===== src/hdl/tno_pkg.sv =====
package tno_pkg;

   // telnet command codes
   localparam logic [7:0] CODE_IAC  = 8'd255;
   localparam logic [7:0] CODE_DONT = 8'd254;
   localparam logic [7:0] CODE_DO   = 8'd253;
   localparam logic [7:0] CODE_WONT = 8'd252;
   localparam logic [7:0] CODE_WILL = 8'd251;
   localparam logic [7:0] CODE_SB   = 8'd250;
   localparam logic [7:0] CODE_SE   = 8'd240;

   // config register defaults: echo, suppress go-ahead
   localparam logic [7:0] DEF_OPTION_A = 8'd1;
   localparam logic [7:0] DEF_OPTION_B = 8'd3;

   localparam int CSR_INDEX_W = 4;
   localparam logic [CSR_INDEX_W-1:0] REG_OPTION_A = 4'd0;
   localparam logic [CSR_INDEX_W-1:0] REG_OPTION_B = 4'd1;

   // refusals buffered between parser and reply sender
   localparam int QUEUE_DEPTH = 2;

   typedef enum logic [2:0] {
      ST_DATA    = 3'd0,
      ST_IAC     = 3'd1,
      ST_CMD     = 3'd2,
      ST_SB      = 3'd3,
      ST_SB_DATA = 3'd4,
      ST_SB_IAC  = 3'd5
   } parse_state_type;

   // reply sender: which byte of the three-byte refusal goes out next
   typedef enum logic [1:0] {
      PH_IAC    = 2'd0,
      PH_ANSWER = 2'd1,
      PH_OPTION = 2'd2
   } reply_phase_type;

   typedef struct packed {
      logic [7:0] answer;
      logic [7:0] option;
   } refusal_type;

   typedef struct packed {
      logic        push;
      refusal_type entry;
   } push_type;

   typedef struct packed {
      logic        valid;
      refusal_type entry;
   } head_type;

endpackage


===== src/hdl/tno_front.sv =====
module tno_front (
   input  logic                clock,
   input  logic                reset,
   input  logic                req_valid,
   output logic                req_ready,
   input  logic [7:0]          req_rx_byte,
   input  logic [7:0]          option_a,
   input  logic [7:0]          option_b,
   input  logic                queue_full,
   output tno_pkg::push_type   push
);

   tno_pkg::parse_state_type state_ff, state_in;
   logic [7:0]               verb_ff, verb_in;
   logic                     accept;
   logic                     known;

   // only the option byte can produce a refusal, so only it waits on the queue
   assign req_ready = !queue_full || (state_ff != tno_pkg::ST_CMD);
   assign accept    = req_valid && req_ready;
   assign known     = (req_rx_byte == option_a) || (req_rx_byte == option_b);

   always_comb begin
      state_in = state_ff;
      if (accept) begin
         unique case (state_ff)
            tno_pkg::ST_DATA: begin
               if (req_rx_byte == tno_pkg::CODE_IAC) state_in = tno_pkg::ST_IAC;
            end
            tno_pkg::ST_IAC: begin
               priority if (req_rx_byte == tno_pkg::CODE_SB) begin
                  state_in = tno_pkg::ST_SB;
               end else if (req_rx_byte == tno_pkg::CODE_WILL ||
                            req_rx_byte == tno_pkg::CODE_WONT ||
                            req_rx_byte == tno_pkg::CODE_DO   ||
                            req_rx_byte == tno_pkg::CODE_DONT) begin
                  state_in = tno_pkg::ST_CMD;
               end else begin
                  state_in = tno_pkg::ST_DATA;
               end
            end
            tno_pkg::ST_CMD:     state_in = tno_pkg::ST_DATA;
            tno_pkg::ST_SB:      state_in = tno_pkg::ST_SB_DATA;
            tno_pkg::ST_SB_DATA: begin
               if (req_rx_byte == tno_pkg::CODE_IAC) state_in = tno_pkg::ST_SB_IAC;
            end
            tno_pkg::ST_SB_IAC: begin
               // IAC IAC keeps waiting for SE
               priority if (req_rx_byte == tno_pkg::CODE_SE) begin
                  state_in = tno_pkg::ST_DATA;
               end else if (req_rx_byte != tno_pkg::CODE_IAC) begin
                  state_in = tno_pkg::ST_SB_DATA;
               end else begin
                  state_in = tno_pkg::ST_SB_IAC;
               end
            end
            default:             state_in = tno_pkg::ST_DATA;
         endcase
      end
   end

   always_comb begin
      verb_in            = verb_ff;
      push.push          = 1'b0;
      push.entry.option  = req_rx_byte;
      push.entry.answer  = tno_pkg::CODE_DONT;
      if (accept && state_ff == tno_pkg::ST_IAC &&
          (req_rx_byte == tno_pkg::CODE_WILL || req_rx_byte == tno_pkg::CODE_WONT ||
           req_rx_byte == tno_pkg::CODE_DO   || req_rx_byte == tno_pkg::CODE_DONT)) begin
         verb_in = req_rx_byte;
      end
      if (accept && state_ff == tno_pkg::ST_CMD && !known) begin
         // DO -> WONT, WILL -> DONT; negative verbs get no reply
         if (verb_ff == tno_pkg::CODE_DO) begin
            push.push         = 1'b1;
            push.entry.answer = tno_pkg::CODE_WONT;
         end else if (verb_ff == tno_pkg::CODE_WILL) begin
            push.push         = 1'b1;
            push.entry.answer = tno_pkg::CODE_DONT;
         end
      end
   end

   always_ff @(posedge clock) begin
      if (reset) begin
         state_ff <= tno_pkg::ST_DATA;
         verb_ff  <= 8'd0;
      end else begin
         state_ff <= state_in;
         verb_ff  <= verb_in;
      end
   end

endmodule


===== src/hdl/tno_queue.sv =====
module tno_queue #(
   parameter int DEPTH = tno_pkg::QUEUE_DEPTH
) (
   input  logic              clock,
   input  logic              reset,
   input  tno_pkg::push_type push,
   input  logic              pop,
   output logic              full,
   output tno_pkg::head_type head
);

   localparam int PTR_W = (DEPTH > 1) ? $clog2(DEPTH) : 1;
   localparam int CNT_W = $clog2(DEPTH + 1);
   localparam logic [PTR_W-1:0] LAST_PTR = PTR_W'(DEPTH - 1);
   localparam logic [CNT_W-1:0] FULL_CNT = CNT_W'(DEPTH);

   tno_pkg::refusal_type       slot_ff [DEPTH];
   logic [PTR_W-1:0]           wr_ptr_ff, wr_ptr_in;
   logic [PTR_W-1:0]           rd_ptr_ff, rd_ptr_in;
   logic [CNT_W-1:0]           count_ff, count_in;
   logic                       do_push, do_pop;

   assign full       = (count_ff == FULL_CNT);
   assign head.valid = (count_ff != '0);
   assign head.entry = slot_ff[rd_ptr_ff];
   assign do_push    = push.push && !full;
   assign do_pop     = pop && head.valid;

   always_comb begin
      wr_ptr_in = wr_ptr_ff;
      rd_ptr_in = rd_ptr_ff;
      count_in  = count_ff;
      if (do_push) wr_ptr_in = (wr_ptr_ff == LAST_PTR) ? '0 : wr_ptr_ff + 1'b1;
      if (do_pop)  rd_ptr_in = (rd_ptr_ff == LAST_PTR) ? '0 : rd_ptr_ff + 1'b1;
      if (do_push && !do_pop) count_in = count_ff + 1'b1;
      else if (!do_push && do_pop) count_in = count_ff - 1'b1;
   end

   always_ff @(posedge clock) begin
      if (do_push) slot_ff[wr_ptr_ff] <= push.entry;
   end

   always_ff @(posedge clock) begin
      if (reset) begin
         wr_ptr_ff <= '0;
         rd_ptr_ff <= '0;
         count_ff  <= '0;
      end else begin
         wr_ptr_ff <= wr_ptr_in;
         rd_ptr_ff <= rd_ptr_in;
         count_ff  <= count_in;
      end
   end

endmodule


===== src/hdl/tno_back.sv =====
module tno_back (
   input  logic              clock,
   input  logic              reset,
   input  tno_pkg::head_type head,
   output logic              pop,
   output logic              rsp_valid,
   input  logic              rsp_ready,
   output logic [7:0]        rsp_tx_byte,
   output logic              rsp_last_of_reply
);

   tno_pkg::reply_phase_type phase_ff, phase_in;
   logic                     xfer;

   assign rsp_valid         = head.valid;
   assign xfer              = rsp_valid && rsp_ready;
   assign rsp_last_of_reply = (phase_ff == tno_pkg::PH_OPTION);
   assign pop               = xfer && rsp_last_of_reply;

   always_comb begin
      unique case (phase_ff)
         tno_pkg::PH_IAC:    rsp_tx_byte = tno_pkg::CODE_IAC;
         tno_pkg::PH_ANSWER: rsp_tx_byte = head.entry.answer;
         tno_pkg::PH_OPTION: rsp_tx_byte = head.entry.option;
         default:            rsp_tx_byte = tno_pkg::CODE_IAC;
      endcase
   end

   always_comb begin
      phase_in = phase_ff;
      if (xfer) begin
         unique case (phase_ff)
            tno_pkg::PH_IAC:    phase_in = tno_pkg::PH_ANSWER;
            tno_pkg::PH_ANSWER: phase_in = tno_pkg::PH_OPTION;
            default:            phase_in = tno_pkg::PH_IAC;
         endcase
      end
   end

   always_ff @(posedge clock) begin
      if (reset) phase_ff <= tno_pkg::PH_IAC;
      else       phase_ff <= phase_in;
   end

endmodule


===== src/hdl/telnet_option_negotiator_core.sv =====
// Channel  | Direction | Handshake           | Payload
// req      | in        | req_valid/req_ready | req_rx_byte[7:0]
// rsp      | out       | rsp_valid/rsp_ready | rsp_tx_byte[7:0], rsp_last_of_reply
// csr      | in        | csr_valid/csr_ready | csr_index[3:0], csr_wdata[7:0]
//
// Received bytes are taken one per cycle unless stalled; the parser decides each
// byte in the cycle it is taken. A refusal leaves as three rsp transfers, one per
// cycle unless stalled, from the reply sender reading the head of a
// QUEUE_DEPTH-entry refusal queue. req_ready drops only while the parser waits
// for an option byte and the queue is full; a stalled rsp holds the head entry
// and its byte. Reset (synchronous) returns the parser to plain data, empties the
// queue and loads the option registers with echo (1) and suppress go-ahead (3).
module telnet_option_negotiator_core #(
   parameter int QUEUE_DEPTH = tno_pkg::QUEUE_DEPTH
) (
   input  logic                            clock,
   input  logic                            reset,
   input  logic                            req_valid,
   output logic                            req_ready,
   input  logic [7:0]                      req_rx_byte,
   output logic                            rsp_valid,
   input  logic                            rsp_ready,
   output logic [7:0]                      rsp_tx_byte,
   output logic                            rsp_last_of_reply,
   input  logic                            csr_valid,
   output logic                            csr_ready,
   input  logic [tno_pkg::CSR_INDEX_W-1:0] csr_index,
   input  logic [7:0]                      csr_wdata
);

   // option registers; writes to unlisted indexes are dropped
   logic [7:0] option_a_ff, option_a_in;
   logic [7:0] option_b_ff, option_b_in;

   tno_pkg::push_type push;
   tno_pkg::head_type head;
   logic              queue_full;
   logic              pop;

   assign csr_ready = 1'b1;

   always_comb begin
      option_a_in = option_a_ff;
      option_b_in = option_b_ff;
      if (csr_valid && csr_ready) begin
         if (csr_index == tno_pkg::REG_OPTION_A) option_a_in = csr_wdata;
         if (csr_index == tno_pkg::REG_OPTION_B) option_b_in = csr_wdata;
      end
   end

   always_ff @(posedge clock) begin
      if (reset) begin
         option_a_ff <= tno_pkg::DEF_OPTION_A;
         option_b_ff <= tno_pkg::DEF_OPTION_B;
      end else begin
         option_a_ff <= option_a_in;
         option_b_ff <= option_b_in;
      end
   end

   // front: parse each byte, push a refusal when an unsupported DO/WILL option lands
   tno_front u_front (
      .clock       (clock),
      .reset       (reset),
      .req_valid   (req_valid),
      .req_ready   (req_ready),
      .req_rx_byte (req_rx_byte),
      .option_a    (option_a_ff),
      .option_b    (option_b_ff),
      .queue_full  (queue_full),
      .push        (push)
   );

   // queue: decouples parsing from reply transfers
   tno_queue #(
      .DEPTH (QUEUE_DEPTH)
   ) u_queue (
      .clock (clock),
      .reset (reset),
      .push  (push),
      .pop   (pop),
      .full  (queue_full),
      .head  (head)
   );

   // back: IAC, answer, option; pops the entry on the last transfer
   tno_back u_back (
      .clock             (clock),
      .reset             (reset),
      .head              (head),
      .pop               (pop),
      .rsp_valid         (rsp_valid),
      .rsp_ready         (rsp_ready),
      .rsp_tx_byte       (rsp_tx_byte),
      .rsp_last_of_reply (rsp_last_of_reply)
   );

endmodule


===== config.mk =====
export PLATFORM = sky130hd
export DESIGN_NAME = telnet_option_negotiator_core
export DESIGN_NICKNAME = d
export VERILOG_FILES = /design/src/hdl/tno_pkg.sv /design/src/hdl/tno_front.sv /design/src/hdl/tno_queue.sv /design/src/hdl/tno_back.sv /design/src/hdl/telnet_option_negotiator_core.sv
export SDC_FILE = /design/constraint.sdc
export NUM_CORES = 1
export LEC_CHECK = 0
export BUFFER_PORTS_ARGS = -buffer_cell sky130_fd_sc_hd__buf_2
export CELL_PAD_IN_SITES_DETAIL_PLACEMENT = 1
export CELL_PAD_IN_SITES_GLOBAL_PLACEMENT = 2
export CORE_UTILIZATION = 35
export CTS_CLUSTER_SIZE = 14
export DETAILED_ROUTE_END_ITERATION = 7
export PLACE_DENSITY = 0.86
export REMOVE_ABC_BUFFERS = 1
export SYNTH_ARGS = -nofsm -noshare
export SYNTH_HDL_FRONTEND = slang
export SYNTH_SLANG_ARGS = --single-unit

===== constraint.sdc =====
create_clock -name clock -period 2.7 [get_ports clock]
set_clock_uncertainty 0.2 [all_clocks]
set_input_delay 0.54 -clock clock [delete_from_list [all_inputs] [get_ports clock]]
set_output_delay 0.54 -clock clock [all_outputs]
set_load 0.05 [all_outputs]

**After elaboration in Yosys (flattened, before gate mapping)**

Memory sizes are Yosys's and may differ from the RTL's. A register that Yosys moved wholly into a read port is not among the register bits.
Index checks and enable logic that the tools add are counted.

- $add $sub $neg: 4
- Multiplexer cells: 20
- Equal/unequal tests: 24
- Reductions and logical operators: 28

Operators by type and width:

| operator | count |
|---|---|
| equality test 8 bit, second input constant | 9 |
| 2-to-1 mux 9 bit | 3 |
| equality test 8 bit | 2 |
| case mux 8 bit (2 select lines) | 1 |
| case mux 3 bit (5 select lines) | 1 |
| 2-to-1 mux 3 bit | 4 |
| logical AND 1 bit | 11 |
| != test 8 bit, second input constant | 1 |
| 2-to-1 mux 1 bit | 7 |
| equality test 3 x 2 -> 1 bit, second input constant | 2 |
| equality test 3 bit, second input constant | 2 |
| 2-to-1 mux 2 bit | 3 |
| logical OR 1 bit | 5 |
| equality test 2 bit, second input constant | 2 |
| equality test 4 x 1 -> 1 bit, second input constant | 1 |
| logical NOT 1 bit | 4 |
| logical NOT 4 bit | 1 |
| != test 2 x 1 -> 1 bit, second input constant | 2 |
| case mux 2 bit (2 select lines) | 1 |
| AND reduction 2 bit | 2 |
| nonzero test 2 bit | 2 |
| equality test 3 x 1 -> 1 bit, second input constant | 1 |
| logical NOT 3 bit | 1 |
| != test 3 x 2 -> 1 bit, second input constant | 1 |
| other kinds (6) | 7 |

- Flip-flop bits (word level): 33
- Output and inout bits: 12
- RAM bits: 32
- Logic and storage cells: 85
- Memories kept: 1

Memory list:

| memory | depth | width | read ports | clocked after Yosys merged registers in | wr ports | RTL line | RTL |
|---|---|---|---|---|---|---|---|
| u_queue.slot_ff | 2 | 16 | 1 | 1 | 1 | tno_queue.sv:17 | `tno_pkg::refusal_type slot_ff [DEPTH];` |

**Logic depth before layout (Yosys ltp)**

Gate-level depths: netlist of run 1.

- Word-level depth: 12
- Depth in mapped cells: 9
- Gate-level depth less buffers: 8

**Hierarchy**

Synthesis of run 1 repeated with hierarchy kept, for this count alone.

- Cells, all modules: 285
- Area total of the unflattened synthesis: 3,250.6 µm²

By module, submodules not included:

| module | seq. area each (µm²) | instances | cells each | area an instance (µm²) |
|---|---|---|---|---|
| tno_queue | 1,061.0 | 1 | 75 | 1,371.3 |
| tno_front | 220.2 | 1 | 108 | 903.4 |
| telnet_option_negotiator_core | 320.3 | 1 | 68 | 721.9 |
| tno_back | 40.0 | 1 | 34 | 254.0 |

**Least setup slack after synthesis of run 1**

No wires, ideal clock.

- Path type: flip-flop to output port
- From: register u_back.phase_ff[0]
- To: output rsp_tx_byte[2]
- Slack: -259 ps
- Cell stages (with the launch flop): 5
- Arrival time: 2,219 ps
- Path buffers: 0
- Cells stage by stage: dfxtp_1 > inv_1 > ha_1 > inv_1 > o21ai_0

- Word-level cells in the longest chain between the ends: 2

Ends and longest elaborated chain:

| item | RTL line | RTL |
|---|---|---|
| from (decl) | tno_back.sv:12 | `tno_pkg::reply_phase_type phase_ff, phase_in;` |
| from (signal assigned) | tno_back.sv:41 | `if (reset) phase_ff <= tno_pkg::PH_IAC;` |
| from (signal assigned) | tno_back.sv:42 | `else phase_ff <= phase_in;` |
| equality test 2 bit | - |  |
| named net rsp_last_of_reply | telnet_option_negotiator_core.sv:24 | `output logic rsp_last_of_reply,` |
| case mux 8 bit (2 select lines) | tno_back.sv:21 | `unique case (phase_ff)` |
| to (decl) | telnet_option_negotiator_core.sv:23 | `output logic [7:0] rsp_tx_byte,` |

The timed path passes the listed nets, and every way through them passes these cells.

**Worst setup path in the final report of run 1**

- From: register u_back.phase_ff[0]
- To: output rsp_tx_byte[4]

- Word-level cells in the longest chain between the ends: 2

Ends and longest elaborated chain:

| item | RTL line |
|---|---|
| equality test 2 bit or equality test 2 x 1 -> 1 bit (tied branches) | tno_back.sv:21 |
| case mux 8 bit (2 select lines) * | tno_back.sv:21 |

Every way passes the cells marked *; elsewhere a longest branch is shown, timed or not.

==> results.yml, run 1 <==
synth:
  ys_types: 42
  async_reset_ff_share_pct: 0
  synth_edf_count: 18
  synth_area_leaders: "dfxtp_1 (29%), edfxtp_1 (23%), mux2i_1 (11%)"
  syn_inst: 225
  synth_simple_gate_area_share_pct: 18.5
  synth_top_area_cell: "dfxtp_1"
  seq_area_frac_synth_pct: 51.6
  synth_compound_area_share_pct: 6.23
  muxShareOfSynthArea_pct: 10.6
  synth_seq_cells: 52
  synth_fa_ha_area_share_pct: 2.11
  syn_avg_cell_area_um2: 10.5
  ys.flop_type: "dfxtp_1"
  synth_xor_area_share_pct: 7.77
  synth_top_area_share_pct: 28.7
  synth_area_um2: 2370
  yosys_warnings: 0
  synth_top_family_by_area: "simple AND/OR/NAND/NOR gates"
die:
  die_x_um: 84.3
  std_cell_rows: 29
  dieArea_um2: 7100
  die_h_um: 84.3
  initial_core_util_pct: 36.7
  io_pins: 37
  core_um2: 6460
critical_path:
  r2r_end: "u_queue.count_ff[1]$_SDFFE_PP0P_"
  rrSetupSlack_ps: 280
  cp_max_fo: 6
  reg2reg_from: "option_a_ff[0]$_SDFFE_PP1P_"
  arrival_ps: 1740
  r2r_cells: 7
  start_kind: "register"
  startpoint: "u_back.phase_ff[0]$_SDFFE_PP0N_"
  end_kind: "primary output"
  critical_path_required_ps: 1960
  setup.worst_path.end: "rsp_tx_byte[4]"
  critPathKind: "register to primary output"
cells_and_area:
  fin_util_pct: 42.6
  syn2layout_area_growth_pct: 16.3
  fillCellCount: 771
  multiInputGateArea_um2: 1070
  nets: 294
  mostFrequentLayoutCells: "nor2_1 (38), buf_2 (35), dfxtp_1 (34), mux2i_1 (25), xor2_1 (20)"
  layout_commonest_cell: "nor2_1"
  drive_gt1_share_pct: 21.1
  antenna_cells: 0
  register_area_um2: 1220
clocking:
  cts_sinks: 52
  postCtsSetupBuffers: 0
  h-tree-depth: 2
  clockBufferDepth: 2
  cts_resized: 0
  clk-insertion-delay-late_ps: 310
  root_buffer: "clkbuf_8"
  cts_hold_buf: 0
  clkTransAtPathRegs_ps: 90
  cts_buffers: 5
  cts_tree: "yes"
timing:
  worstMarginPinSlew_ps: 636
  grt_setup_unrepaired: "false"
  drv_slew: 0
  maxClockFrequency_mhz: 404
  relSlewSlack_pct: 57.6
  period_share_pct: 91.7
  min_period_ps: 2480
  setup_viol: 0
  hold_viol_final: 0
pwr:
  p_total_w: 0.00143
  max-vdd-ir-drop_mv: 0.205
  power_density_nw_per_um2: 518
  leakagePower_nw: 1.07
placement:
  hpwl_um: 3820
  gp_congestion: 0.713
  io_buffers: 35
global_route:
  grt_pass1_wl_um: 8500
  antenna_found_initial: 0
  grt_max_degree: 36
  grt_pass1_vias: 1792
  grt_use_total_pct: 15.3
  grt_overflow_total: 0
route:
  wl_per_cell_um: 14.6
  dr.pass1.iters: 4
  vias_per_cell: 4.93
  via_count: 1690
  drt_iter0_drc: 48
  post-route-drc-count: 0
  ant_nets: 0
  drt_wl_total_um: 5000
flow_run:
  max_cap_violations: 0
min_path:
  hp-class: "input pin to register"
status:
  outcome: "completed"
==> worst max-delay path, cell delays in order, from the launching register on <==
cell and delay (ps):
dfxtp_1 370, inv_1 70, ha_1 300, nor2b_1 310, o21ai_0 140, buf_2 230
==> worst min-delay path by stage <==
stage                                            endpoint                       startpoint  cells after the start  slack [ps]
after global placement    u_front.verb_ff[3]$_SDFFE_PP0P_  u_front.verb_ff[3]$_SDFFE_PP0P_                      2         250
after CTS                     option_a_ff[0]$_SDFFE_PP1P_                     csr_wdata[0]                      2         240
final                         option_a_ff[0]$_SDFFE_PP1P_                     csr_wdata[0]                      2         250
after global routing          option_a_ff[0]$_SDFFE_PP1P_                     csr_wdata[0]                      2         240
after detailed placement  u_front.verb_ff[4]$_SDFFE_PP0P_  u_front.verb_ff[4]$_SDFFE_PP0P_                      2         260
after floorplan           u_front.verb_ff[5]$_SDFFE_PP0P_  u_front.verb_ff[5]$_SDFFE_PP0P_                      2         240
==> cells by family after synthesis <==
group	count (synthesis)
compound gates	24
xor+xnor	21
fa+ha+maj	4
buf+inv	15
flops	52
mux	25
other cells	1
simple gates	83
==> state kept, by name, indices dropped and copies added (netlist names), named ones only <==
| name | flops |
|---|---|
| option_b_ff | 8 |
| u_queue.slot_ff | 18 |
| u_back.phase_ff | 2 |
| u_front.state_ff | 3 |
| u_queue.rd_ptr_ff | 1 |
| u_queue.wr_ptr_ff | 1 |
| u_front.verb_ff | 8 |
| u_queue.count_ff | 2 |
| option_a_ff | 8 |
==> where the power goes <==
part / total (W) / switching, W / internal, W / leakage (nW)
Clock: 0.000530 / 0.000255 / 0.000275 / 0.0558
Sequential: 0.000813 / 0.00000237 / 0.000811 / 0.442
Combinational: 0.0000829 / 0.0000513 / 0.0000316 / 0.572
==> metal layers <==
metal,GRT usage [%],up-vias,wire (um)
li1,-,858,-
met3,3.05,7,105
met5,0,-,0
met4,5.17,0,73
met1,18.5,803,2320
met2,27.0,22,2500
==> synth_stat cells, types with 2 or more instances <==
| master | n |
|---|---|
| nor2_1 | 38 |
| dfxtp_1 | 34 |
| mux2i_1 | 25 |
| xor2_1 | 20 |
| edfxtp_1 | 18 |
| nand2_1 | 9 |
| o21ai_0 | 9 |
| a21oi_1 | 7 |
| inv_1 | 6 |
| clkbuf_1 | 5 |
| nor2b_1 | 5 |
| ha_1 | 4 |
| nor3_1 | 4 |
| nor4_1 | 4 |
| a211o_1 | 3 |
| nand3_1 | 3 |
| nand4_1 | 3 |
| and3_1 | 2 |
| buf_2 | 2 |
| nand2b_1 | 2 |
==> layout make-up <==
| type | count | share of cell area, % |
|---|---|---|
| clock inverter | 3 | 1.54 |
| clock buffer | 5 | 2.50 |
| timing repair buffer | 42 | 8.27 |
| multi-input combinational | 158 | 39.0 |
| sequential | 52 | 44.3 |
| inverter | 6 | 0.818 |
| tap | 77 | 3.50 |
==> metrics by stage <==
stage / hold slack, ps / cell area [um^2] / setup slack [ps] / TNS (ps) / cells
2_1_floorplan: 240 / 2320 / -259 / -1560 / 216
4_1_cts: 244 / 2750 / 195 / 0 / 343
3_3_place_gp: 252 / 2640 / -40.5 / -40.5 / 335
6_report: 247 / 2750 / 224 / 0 / 343
3_5_place_dp: 258 / 2640 / -73.2 / -73.2 / 335
5_1_grt: 238 / 2750 / 41.3 / 0 / 343
(Power assumes the default switching activity.)
==> inputs of run 2 (changes only) <==
--- a/config.mk
+++ b/config.mk
@@ -8,10 +8,9 @@
 export BUFFER_PORTS_ARGS = -buffer_cell sky130_fd_sc_hd__buf_2
 export CELL_PAD_IN_SITES_DETAIL_PLACEMENT = 1
 export CELL_PAD_IN_SITES_GLOBAL_PLACEMENT = 2
-export CORE_UTILIZATION = 35
-export CTS_CLUSTER_SIZE = 14
+export CORE_UTILIZATION = 36
 export DETAILED_ROUTE_END_ITERATION = 7
-export PLACE_DENSITY = 0.86
+export PLACE_DENSITY = 0.88
 export REMOVE_ABC_BUFFERS = 1
 export SYNTH_ARGS = -nofsm -noshare
 export SYNTH_HDL_FRONTEND = slang
==> results.yml, run 2 (synthesis gave the netlist of run 1 again) <==
placement:
  io_buffers: 35
  hpwl_um: 3910
  gp_congestion: 0.741
  place_ws_ps: -68.3
global_route:
  grt_pass1_wl_um: 8550
  grt_max_degree: 36
  antenna_found_initial: 0
  grt_use_total_pct: 15.5
  grt_overflow_total: 0
  grt_pass1_vias: 1753
cells_and_area:
  layout_commonest_cell: "nor2_1"
  mostFrequentLayoutCells: "nor2_1 (38), buf_2 (35), dfxtp_1 (34), mux2i_1 (25), xor2_1 (20)"
  fin_util_pct: 43.9
  syn2layout_area_growth_pct: 17.6
  drive_gt1_share_pct: 22.0
  nets: 296
  antenna_cells: 0
  largest_register_ffs: 18
  largest-register: "u_queue.slot_ff"
timing:
  period_share_pct: 91.2
  relSlewSlack_pct: 57.0
  min_period_ps: 2460
  holdWs_ps: 247
  worstMarginPinSlew_ps: 646
  drv_slew: 0
  grt_setup_unrepaired: "false"
  maxClockFrequency_mhz: 406
  fin_ws_ps: 238
  hold_viol_final: 0
  setup_viol: 0
die:
  initial_core_util_pct: 37.3
  dieArea_um2: 6910
  die_h_um: 83.1
  std_cell_rows: 29
  core_um2: 6350
  die_x_um: 83.1
  io_pins: 37
clocking:
  root_buffer: "clkbuf_8"
  clockBufferDepth: 2
  cts_resized: 0
  cts_hold_buf: 0
  h-tree-depth: 2
  cts_buffers: 5
  clk-insertion-delay-late_ps: 310
  clkTransAtPathRegs_ps: 100
  cts_tree: "yes"
  postCtsSetupBuffers: 0
  cts_sinks: 52
route:
  via_count: 1703
  dr.pass1.iters: 4
  post-route-drc-count: 0
  drt_wl_total_um: 5030
  drt_iter0_drc: 86
  vias_per_cell: 4.94
  ant_nets: 0
  wl_per_cell_um: 14.6
critical_path:
  cpPeakStageDelay_ps: 370
  r2r_cells: 8
  start_kind: "register"
  crit_slowest_cell: "dfxtp_1"
  critPathKind: "register to primary output"
  arrival_ps: 1720
  crit_chain: "inv_1 > ha_1 > nor2b_1 > o21ai_0 > buf_2"
  end_kind: "primary output"
  cp_max_fo: 6
  critical_path_required_ps: 1960
min_path:
  hp-class: "input pin to register"
  holdPathStages: 2
pwr:
  leakagePower_nw: 1.08
  p_total_w: 0.00145
  power_density_nw_per_um2: 520
  max-vdd-ir-drop_mv: 0.289
status:
  outcome: "completed"
flow_run:
  max_cap_violations: 0
==> run 2: path summary, 6_finish.rpt <==
kind                              startpoint                                to  slack (ps)
min reg2reg  u_front.verb_ff[4]$_SDFFE_PP0P_   u_front.verb_ff[4]$_SDFFE_PP0P_         280
max          u_back.phase_ff[0]$_SDFFE_PP0N_                    rsp_tx_byte[3]         240
max reg2reg      option_a_ff[1]$_SDFFE_PP0P_  u_queue.count_ff[1]$_SDFFE_PP0P_         280
min                             csr_wdata[0]       option_a_ff[0]$_SDFFE_PP1P_         250
==> run 2: layer usage <==
| metal | track usage (%) | wire length (um) | share of wire, % |
|---|---|---|---|
| met1 | 20.7 | 2390 | 48 |
| met2 | 25.6 | 2460 | 49 |
| met3 | 2.68 | 106 | 2.1 |
| met4 | 5.17 | 63 | 1.3 |
| met5 | 0 | 0 | 0 |
==> run 2: report_power, final <==
group / internal [W] / switching, W
clock: 0.000280 / 0.000270
combinational: 0.0000334 / 0.0000516
sequential: 0.000811 / 0.00000250
total: 0.00112 / 0.000324
==> run 2: layout make-up <==
type	instances	area, um^2
tap	77	96.3
multi-input combinational	158	1070
clock buffer	5	68.8
sequential	52	1220
fill	719	3560
timing repair buffer	44	255
inverter	6	22.5
clock inverter	3	46.3
==> run 2: through the flow <==
stage	setup TNS, ps	area [um^2]	instances
finish	0	2790	345
global route	0	2790	345
CTS	0	2790	345
detailed placement	-68.3	2670	337
global placement	-33.9	2670	337
floorplan	-1560	2320	216
==> run 2: critical path: cells and delay by family, from the launching register on <==
kind / cells / cell delay (ps)
flip-flops: 1 / 370
AO/OA/AOI/OAI: 1 / 150
adder cells (fa/ha/maj): 1 / 300
buffers and inverters: 2 / 300
AND/OR/NAND/NOR: 1 / 290
==> inputs of run 3 (changes only) <==
--- a/config.mk
+++ b/config.mk
@@ -6,10 +6,13 @@
 export NUM_CORES = 1
 export LEC_CHECK = 0
 export BUFFER_PORTS_ARGS = -buffer_cell sky130_fd_sc_hd__buf_2
+export CAP_MARGIN = 20
 export CELL_PAD_IN_SITES_DETAIL_PLACEMENT = 1
 export CELL_PAD_IN_SITES_GLOBAL_PLACEMENT = 2
+export CORE_ASPECT_RATIO = 0.8
 export CORE_UTILIZATION = 36
 export DETAILED_ROUTE_END_ITERATION = 7
+export GPL_TIMING_DRIVEN = 1
 export PLACE_DENSITY = 0.88
 export REMOVE_ABC_BUFFERS = 1
 export SYNTH_ARGS = -nofsm -noshare
==> results.yml, run 3 (synthesis gave the netlist of run 1 again) <==
status:
  outcome: "completed"
clocking:
  cts_sinks: 52
  clkTransAtPathRegs_ps: 90
  postCtsSetupBuffers: 0
  h-tree-depth: 2
  cts_tree: "yes"
  clockBufferDepth: 2
  root_buffer: "clkbuf_8"
  cts_resized: 0
  cts_buffers: 5
  cts_hold_buf: 0
  clk-insertion-delay-late_ps: 300
cells_and_area:
  nets: 293
  mostFrequentLayoutCells: "nor2_1 (38), buf_2 (35), dfxtp_1 (34), mux2i_1 (25), xor2_1 (20)"
  syn2layout_area_growth_pct: 16.1
  largest_register_ffs: 18
  largest-register: "u_queue.slot_ff"
  final_cells: 349
  drive_gt1_share_pct: 20.4
  fin_area_um2: 2750
  antenna_cells: 0
  layout_commonest_cell: "nor2_1"
  fillCellCount: 750
die:
  die_h_um: 74.6
  io_pins: 37
  dieArea_um2: 6910
  initial_core_util_pct: 37.1
  core_um2: 6380
  std_cell_rows: 26
  die_x_um: 92.7
route:
  via_count: 1714
  ant_nets: 0
  wl_per_cell_um: 14.7
  drt_wl_total_um: 5140
  dr.pass1.iters: 4
  drt_iter0_drc: 50
  post-route-drc-count: 0
  vias_per_cell: 4.91
critical_path:
  critical_path_required_ps: 1960
  critPathKind: "register to primary output"
  path_delay_family: "buffers and inverters"
  critPathBufInv: 3
  cpPeakStageDelay_ps: 370
  start_kind: "register"
  crit_slowest_cell: "dfxtp_1"
  cp_common_cell: "inv_1"
  end_kind: "primary output"
  cp_max_fo: 9
  crit_chain: "inv_1 > ha_1 > inv_1 > a211oi_1 > a21oi_1 > buf_2"
  arrival_ps: 1740
timing:
  fin_ws_ps: 216
  min_period_ps: 2480
  fin_setup_tns_ps: 0
  worstMarginPinSlew_ps: 628
  period_share_pct: 92.0
  setup_viol: 0
  hold_viol_final: 0
  maxClockFrequency_mhz: 403
  drv_slew: 0
  grt_setup_unrepaired: "false"
  relSlewSlack_pct: 58.1
pwr:
  power_density_nw_per_um2: 516
  p_total_w: 0.00142
  leakagePower_nw: 1.06
  max-vdd-ir-drop_mv: 0.202
placement:
  numPlacedInstances: 341
  io_buffers: 35
  hpwl_um: 3940
  dpl_cell_area_um2: 2640
  place_ws_ps: -18.0
  gp_congestion: 0.726
global_route:
  grt_max_degree: 36
  grt_pass1_vias: 1688
  grt_pass1_wl_um: 8250
  grt_use_total_pct: 15.7
  antenna_found_initial: 0
  grt_overflow_total: 0
min_path:
  hp-class: "input pin to register"
flow_run:
  max_cap_violations: 0
-- run 3: changes by cell type in the layout (fill, tap and decap cells not counted), sizes merged --
cell,previous run,this run
clkinvlp,1,0
clkbuf,5,7
inv,7,6
buf,44,41
-- run 3: cell type report --
type	instances	area, um^2	area share, %
Tap cell	84	105	3.82
Timing Repair Buffer	41	220	8.01
Multi-Input combinational cell	158	1070	39.1
Clock buffer	7	76.3	2.78
Sequential cell	52	1220	44.4
Clock inverter	1	30.0	1.09
Inverter	6	22.5	0.819
-- run 3: layer usage --
metal	global-route usage, %	part of all wire [%]	vias up
li1	-	-	861
met1	20.9	49	824
met2	25.9	47	24
met3	2.45	2.3	5
met4	6.15	1.4	0
met5	0	0	-
-- run 3: worst paths after layout --
kind / start / endpoint / slack (ps) / cells after the start
max: u_back.phase_ff[0]$_SDFFE_PP0N_ / rsp_tx_byte[0] / 220 / 6
min: csr_wdata[0] / option_a_ff[0]$_SDFFE_PP1P_ / 260 / 2
max reg2reg: option_a_ff[0]$_SDFFE_PP1P_ / u_queue.count_ff[1]$_SDFFE_PP0P_ / 350 / 7
min reg2reg: u_front.verb_ff[3]$_SDFFE_PP0P_ / u_front.verb_ff[3]$_SDFFE_PP0P_ / 280 / 2
-- run 3: worst reg2reg max path, cell delays in order (launching register included) --
cell     delay, ps
dfxtp_1        340
xor2_1         170
nor4_1         320
a22oi_1        200
and4_1         220
ha_1           320
or3_1          370
a21oi_1        150
-- run 3: stage by stage --
step | hold slack, ps | utilization, %
floorplan | 240 | -
global placement | 249 | 41.5
detailed placement | 268 | 41.5
CTS | 242 | 43.1
global route | 263 | 43.1
finish | 257 | 43.1
-- run 3: power by group --
part / leakage, nW / internal [W] / switching (W)
Sequential: 0.442 / 0.000811 / 0.00000268
Combinational: 0.568 / 0.0000315 / 0.0000499
Clock: 0.0524 / 0.000278 / 0.000247
